### src/rtl/core/gsbs_pkg.sv
// shared constants, codes and controller/datapath types for the block statistics engine
`timescale 1ns / 1ps
`default_nettype none

package gsbs_pkg;

  localparam int VALUE_WIDTH_DEF   = 32;
  localparam int FILL_WIDTH_DEF    = 24;
  localparam int TIME_WIDTH        = 32;
  localparam int FIELD_WIDTH       = 32;
  localparam int BLOCK_SIZE_WIDTH  = 24;
  localparam int INTERVAL_WIDTH    = 29;
  localparam int CFG_DATA_WIDTH    = 29;
  localparam int CFG_INDEX_WIDTH   = 1;
  localparam int GAP_FACTOR        = 10;
  localparam int SMALL_BLOCK       = 3;

  localparam logic [CFG_INDEX_WIDTH-1:0] REG_BLOCK_SIZE      = 1'd0;
  localparam logic [CFG_INDEX_WIDTH-1:0] REG_SAMPLE_INTERVAL = 1'd1;

  localparam logic KIND_BLOCK  = 1'b0;
  localparam logic KIND_MARKER = 1'b1;

  typedef enum logic [3:0] {
    ST_IDLE,
    ST_GAP,
    ST_ACCUM,
    ST_FULL,
    ST_EOS,
    ST_CALC_START,
    ST_MUL,
    ST_SQRT_START,
    ST_SQRT,
    ST_DIV_START,
    ST_DIV,
    ST_EMIT_BLOCK,
    ST_EMIT_MARKER
  } state_t;

  typedef enum logic [1:0] {
    CTX_GAP,
    CTX_FULL,
    CTX_EOS
  } ctx_t;

  typedef struct packed {
    logic in_ready;
    logic accum;
    logic calc_start;
    logic mul_step;
    logic sqrt_start;
    logic sqrt_step;
    logic div_start;
    logic div_step;
    logic out_load_block;
    logic out_load_marker;
    logic marker_prev;
    logic out_last;
  } cmd_t;

  typedef struct packed {
    logic in_valid;
    logic gap;
    logic fill_nz;
    logic under_three;
    logic full;
    logic eos;
    logic size_one;
    logic iter_done;
    logic out_free;
  } status_t;

endpackage

`default_nettype wire

### src/rtl/core/gsbs_ctrl.sv
// controller: sequences gap check, accumulate, block math and result transfers
`timescale 1ns / 1ps
`default_nettype none

module gsbs_ctrl (
  input  wire logic         clk,
  input  wire logic         rst,
  input  gsbs_pkg::status_t status,
  output gsbs_pkg::cmd_t    cmd
);

  gsbs_pkg::state_t state, state_next;
  gsbs_pkg::ctx_t   ctx, ctx_next;

  always_ff @(posedge clk) begin
    if (rst) begin
      state <= gsbs_pkg::ST_IDLE;
      ctx   <= gsbs_pkg::CTX_GAP;
    end else begin
      state <= state_next;
      ctx   <= ctx_next;
    end
  end

  always_comb begin
    state_next = state;
    ctx_next   = ctx;
    cmd        = '0;
    unique case (state)
      gsbs_pkg::ST_IDLE: begin
        cmd.in_ready = 1'b1;
        if (status.in_valid) begin
          state_next = gsbs_pkg::ST_GAP;
        end
      end
      gsbs_pkg::ST_GAP: begin
        if (status.gap) begin
          ctx_next = gsbs_pkg::CTX_GAP;
          if (!status.fill_nz) begin
            state_next = gsbs_pkg::ST_EMIT_MARKER;
          end else if (status.under_three) begin
            state_next = gsbs_pkg::ST_EMIT_BLOCK;
          end else begin
            state_next = gsbs_pkg::ST_CALC_START;
          end
        end else begin
          state_next = gsbs_pkg::ST_ACCUM;
        end
      end
      gsbs_pkg::ST_ACCUM: begin
        cmd.accum  = 1'b1;
        state_next = gsbs_pkg::ST_FULL;
      end
      gsbs_pkg::ST_FULL: begin
        if (status.full) begin
          ctx_next   = gsbs_pkg::CTX_FULL;
          state_next = status.under_three ? gsbs_pkg::ST_EMIT_BLOCK : gsbs_pkg::ST_CALC_START;
        end else begin
          state_next = gsbs_pkg::ST_EOS;
        end
      end
      gsbs_pkg::ST_EOS: begin
        if (status.eos) begin
          ctx_next = gsbs_pkg::CTX_EOS;
          if (!status.fill_nz) begin
            state_next = gsbs_pkg::ST_EMIT_MARKER;
          end else if (status.under_three) begin
            state_next = gsbs_pkg::ST_EMIT_BLOCK;
          end else begin
            state_next = gsbs_pkg::ST_CALC_START;
          end
        end else begin
          state_next = gsbs_pkg::ST_IDLE;
        end
      end
      gsbs_pkg::ST_CALC_START: begin
        cmd.calc_start = 1'b1;
        state_next     = gsbs_pkg::ST_MUL;
      end
      gsbs_pkg::ST_MUL: begin
        // products and the mean divide run side by side
        cmd.mul_step = 1'b1;
        cmd.div_step = 1'b1;
        if (status.iter_done) begin
          state_next = gsbs_pkg::ST_SQRT_START;
        end
      end
      gsbs_pkg::ST_SQRT_START: begin
        cmd.sqrt_start = 1'b1;
        state_next     = gsbs_pkg::ST_SQRT;
      end
      gsbs_pkg::ST_SQRT: begin
        cmd.sqrt_step = 1'b1;
        if (status.iter_done) begin
          state_next = gsbs_pkg::ST_DIV_START;
        end
      end
      gsbs_pkg::ST_DIV_START: begin
        cmd.div_start = 1'b1;
        state_next    = gsbs_pkg::ST_DIV;
      end
      gsbs_pkg::ST_DIV: begin
        cmd.div_step = 1'b1;
        if (status.iter_done) begin
          state_next = gsbs_pkg::ST_EMIT_BLOCK;
        end
      end
      gsbs_pkg::ST_EMIT_BLOCK: begin
        cmd.out_last = (ctx == gsbs_pkg::CTX_FULL) && !status.eos;
        if (status.out_free) begin
          cmd.out_load_block = 1'b1;
          unique case (ctx)
            gsbs_pkg::CTX_FULL: state_next = gsbs_pkg::ST_EOS;
            default:            state_next = gsbs_pkg::ST_EMIT_MARKER;
          endcase
        end
      end
      gsbs_pkg::ST_EMIT_MARKER: begin
        cmd.marker_prev = ctx == gsbs_pkg::CTX_GAP;
        // a gap marker is last only when the current sample adds nothing after it
        cmd.out_last = (ctx == gsbs_pkg::CTX_EOS) || (!status.eos && !status.size_one);
        if (status.out_free) begin
          cmd.out_load_marker = 1'b1;
          unique case (ctx)
            gsbs_pkg::CTX_GAP: state_next = gsbs_pkg::ST_ACCUM;
            default:           state_next = gsbs_pkg::ST_IDLE;
          endcase
        end
      end
      default: state_next = gsbs_pkg::ST_IDLE;
    endcase
  end

endmodule

`default_nettype wire

### config.mk
export PLATFORM = sky130hd
export DESIGN_NAME = gsbs_ctrl
export DESIGN_NICKNAME = d
export VERILOG_FILES = /design/src/rtl/core/gsbs_pkg.sv /design/src/rtl/core/gsbs_ctrl.sv
export SDC_FILE = /design/constraint.sdc
export NUM_CORES = 1
export LEC_CHECK = 0
export ABC_AREA = 1
export ABC_CLOCK_PERIOD_IN_PS = 3100
export BUFFER_PORTS_ARGS = -buffer_cell sky130_fd_sc_hd__buf_2
export CORE_MARGIN = 5
export CORE_UTILIZATION = 50
export DETAILED_ROUTE_END_ITERATION = 10
export PLACE_DENSITY = 0.91
export SLEW_MARGIN = 40
export SYNTH_ARGS = -nofsm -noshare
export SYNTH_HDL_FRONTEND = slang
export SYNTH_SLANG_ARGS = --single-unit
### constraint.sdc
create_clock -name clk -period 3.1 [get_ports clk]
set_input_delay 0 -clock clk [delete_from_list [all_inputs] [get_ports clk]]
set_output_delay 0 -clock clk [all_outputs]
set_load 0.005 [all_outputs]
==> results.toml <==
[detailed_routing]
drtAntennaViolNets = 0
vias = 838
drc_errors = 0
drt_iter0_markers = 22
vias_per_cell = 5.02
first_pass_iters = 4
routed_wl_um = 1780
wire_per_inst_um = 10.7

[sta]
setup_viol = 0
clock.fmax_mhz = 692
hold_viol_final = 0
slew_headroom_pct = 80.2
worst_pin_slew_ps = 297
slew_violations = 0
layout_worst_path_cycle_share_pct = 46.6
fin_tns_setup_ps = 0
min_period_ps = 1450
fin_skew_ps = 1.11
rsz0062_at_grt = "false"

[pwr]
p_int_uw = 260
seq_power_share_pct = 24.1
power.switching_uw = 286
p_clk_share_pct = 13.3
power.leakage_uw = 0.000549
sw_frac_of_total_pct = 52.4
pwr-share-comb_pct = 62.7
powerDensity_nw_per_um2 = 662
peakVddDrop_v = 0.000404

[die]
die_h_um = 46.4
die-area_um2 = 2150
start_util_pct = 51.6
ios = 23
core_area_um2 = 1280
dieWidth_um = 46.4
rows = 13

[global_route]
grt_pass1_vias = 688
grt_max_degree = 11
grt_pass1_wl_um = 2840
antenna_found_initial = 0
gr-usage-all-layers_pct = 18.0
overflow = 0

[synth]
synth_common_cells = "44 x nand2_1, 20 x inv_1, 13 x nand3_1"
synth_cells = 126
async_reset_ff_share_pct = 0
syn_nets = 137
yosysMostFrequentCell = "nand2_1"
yosysTopAreaCellShare_pct = 24.9
yosys_warnings = 0
synthFlopType = "dfxtp_1"
syn-mean-instance-area_um2 = 5.26
yosysTopAreaCell = "nand2_1"
synth-seq-cells = 6
synth.distinct_cells = 18
yosys-top-cells-area = "nand2_1 25%, dfxtp_1 18%, inv_1 11%, nand3_1 9.8%, nor2_1 6.8%"
netlist_area_um2 = 663
ys_seq_area_share_pct = 18.1
synth-edff-count = 0

[cells_and_area]
layout.nets = 165
stdcell_area_um2 = 825
antenna_cells = 0
fillers = 131
drive_above_1_share_pct = 26.3
area_delta_synth_final_pct = 24.3

[clock_tree]
clockBufferDepth = 2
path_clk_slew_ps = 40
cts.sinks = 6
cts-htree-levels = 1
insertion_delay_ps = 240
cts_tree = "yes"
cts-root-buf = "clkbuf_4"
cts_setup_buffers = 0
cts_buffers = 3

[hold_path]
holdCritPathClass = "primary input to register"

[worst_setup_path]
crit_path_start_kind = "register"
cp-end-kind = "primary output"
r2r_slack_ps = 1700
crit_chain = "inv_2, nor2_2, nand2_2, o31ai_1, buf_2"
cp_max_fo = 6
setup.worst_path.class = "register to primary output"
crit_required_ps = 3100
cpLargestDelayFamily = "flip-flops"
crit_path_top_delay_cell = "dfxtp_1"
critPathMaxStageDelay_ps = 470
critPathArrivalTime_ps = 1450
path_buf_inv = 2

[placed_design]
gp_congestion = 0.883
post_dp_cell_area_um2 = 792
io_buffers = 22
dp_hpwl_um = 1490

[status]
status = "completed"

[job]
drv_cap = 0
stage by stage:
stage	std cells	worst slack (ps)	hold slack [ps]	total power, uW	util [%]
after floorplan	126	1910	64.7	378	-
after global placement	163	1760	235	462	61.6
after detailed placement	163	1720	240	474	61.6
after CTS	167	1630	100	549	64.2
after global routing	167	1460	113	603	64.2
final	167	1650	108	546	64.2
per-layer routing:
layer  share of wire, %  global-route usage (%)  wire [um]  vias up
met5                  0                       0          0        -
met4                2.0                    9.66         36        0
met3                7.0                    1.17        124        4
met2                 48                    27.7        851       32
met1                 43                    24.5        767      356
li1                   -                       -          -      446
cell usage in the layout, fill, tap and decap left out, drive strengths merged, types with 2 or more instances in the layout:
cell	instances
nand2	48
inv	23
buf	22
nor2	18
nand3	14
a21oi	7
dfxtp	6
o21ai	5
clkbuf	3
nand3b	2
registers in the layout (all words and copies together), names as in the netlist:
name	count
state	4
ctx	2
final cells by class:
type                    count  area [um2]  area share, %
flip-flops and latches      6         120           14.6
repair buffers             23         120           14.6
inverters                  23        86.3           10.5
well taps                  15        18.8           2.28
clock buffers               3        22.5           2.73
multi-input cells          97         457           55.4
power groups by stage:
stage	Combinational, uW	Sequential, uW	Clock [uW]
finish	342	132	72.4
global route	386	136	80.3
CTS	342	131	76.0
detailed placement	341	133	0
global placement	331	131	0
floorplan	250	128	0
cell families (layout without fill, tap and decap cells):
logic type / after synthesis / in the layout / share of synthesized area [%]
AO/OA/AOI/OAI: 14 / 14 / 11.7
AND/OR/NAND/NOR: 83 / 83 / 57.2
buffers and inverters: 23 / 49 / 13.0
flip-flops: 6 / 6 / 18.1
worst min-delay path, cell delays in order:
cell and delay (ps):
buf_2 70, inv_1 70, nand3_1 100, a21oi_1 60
what timing repair did:
action | in CTS | in global routing
hold endpoints to repair | 6 | 0
gates resized for setup | 0 | 0
hold buffers | 1 | 0
final timing paths:
kind,startpoint,end,cells after the start
hold reg to reg,ctx[1],ctx[1],2
setup reg to reg,state[0],state[3],8
setup / recovery,state[3],cmd[0],5
hold / removal,status[0],state[0],4
No activity file was read; power rests on OpenSTA's default activity.
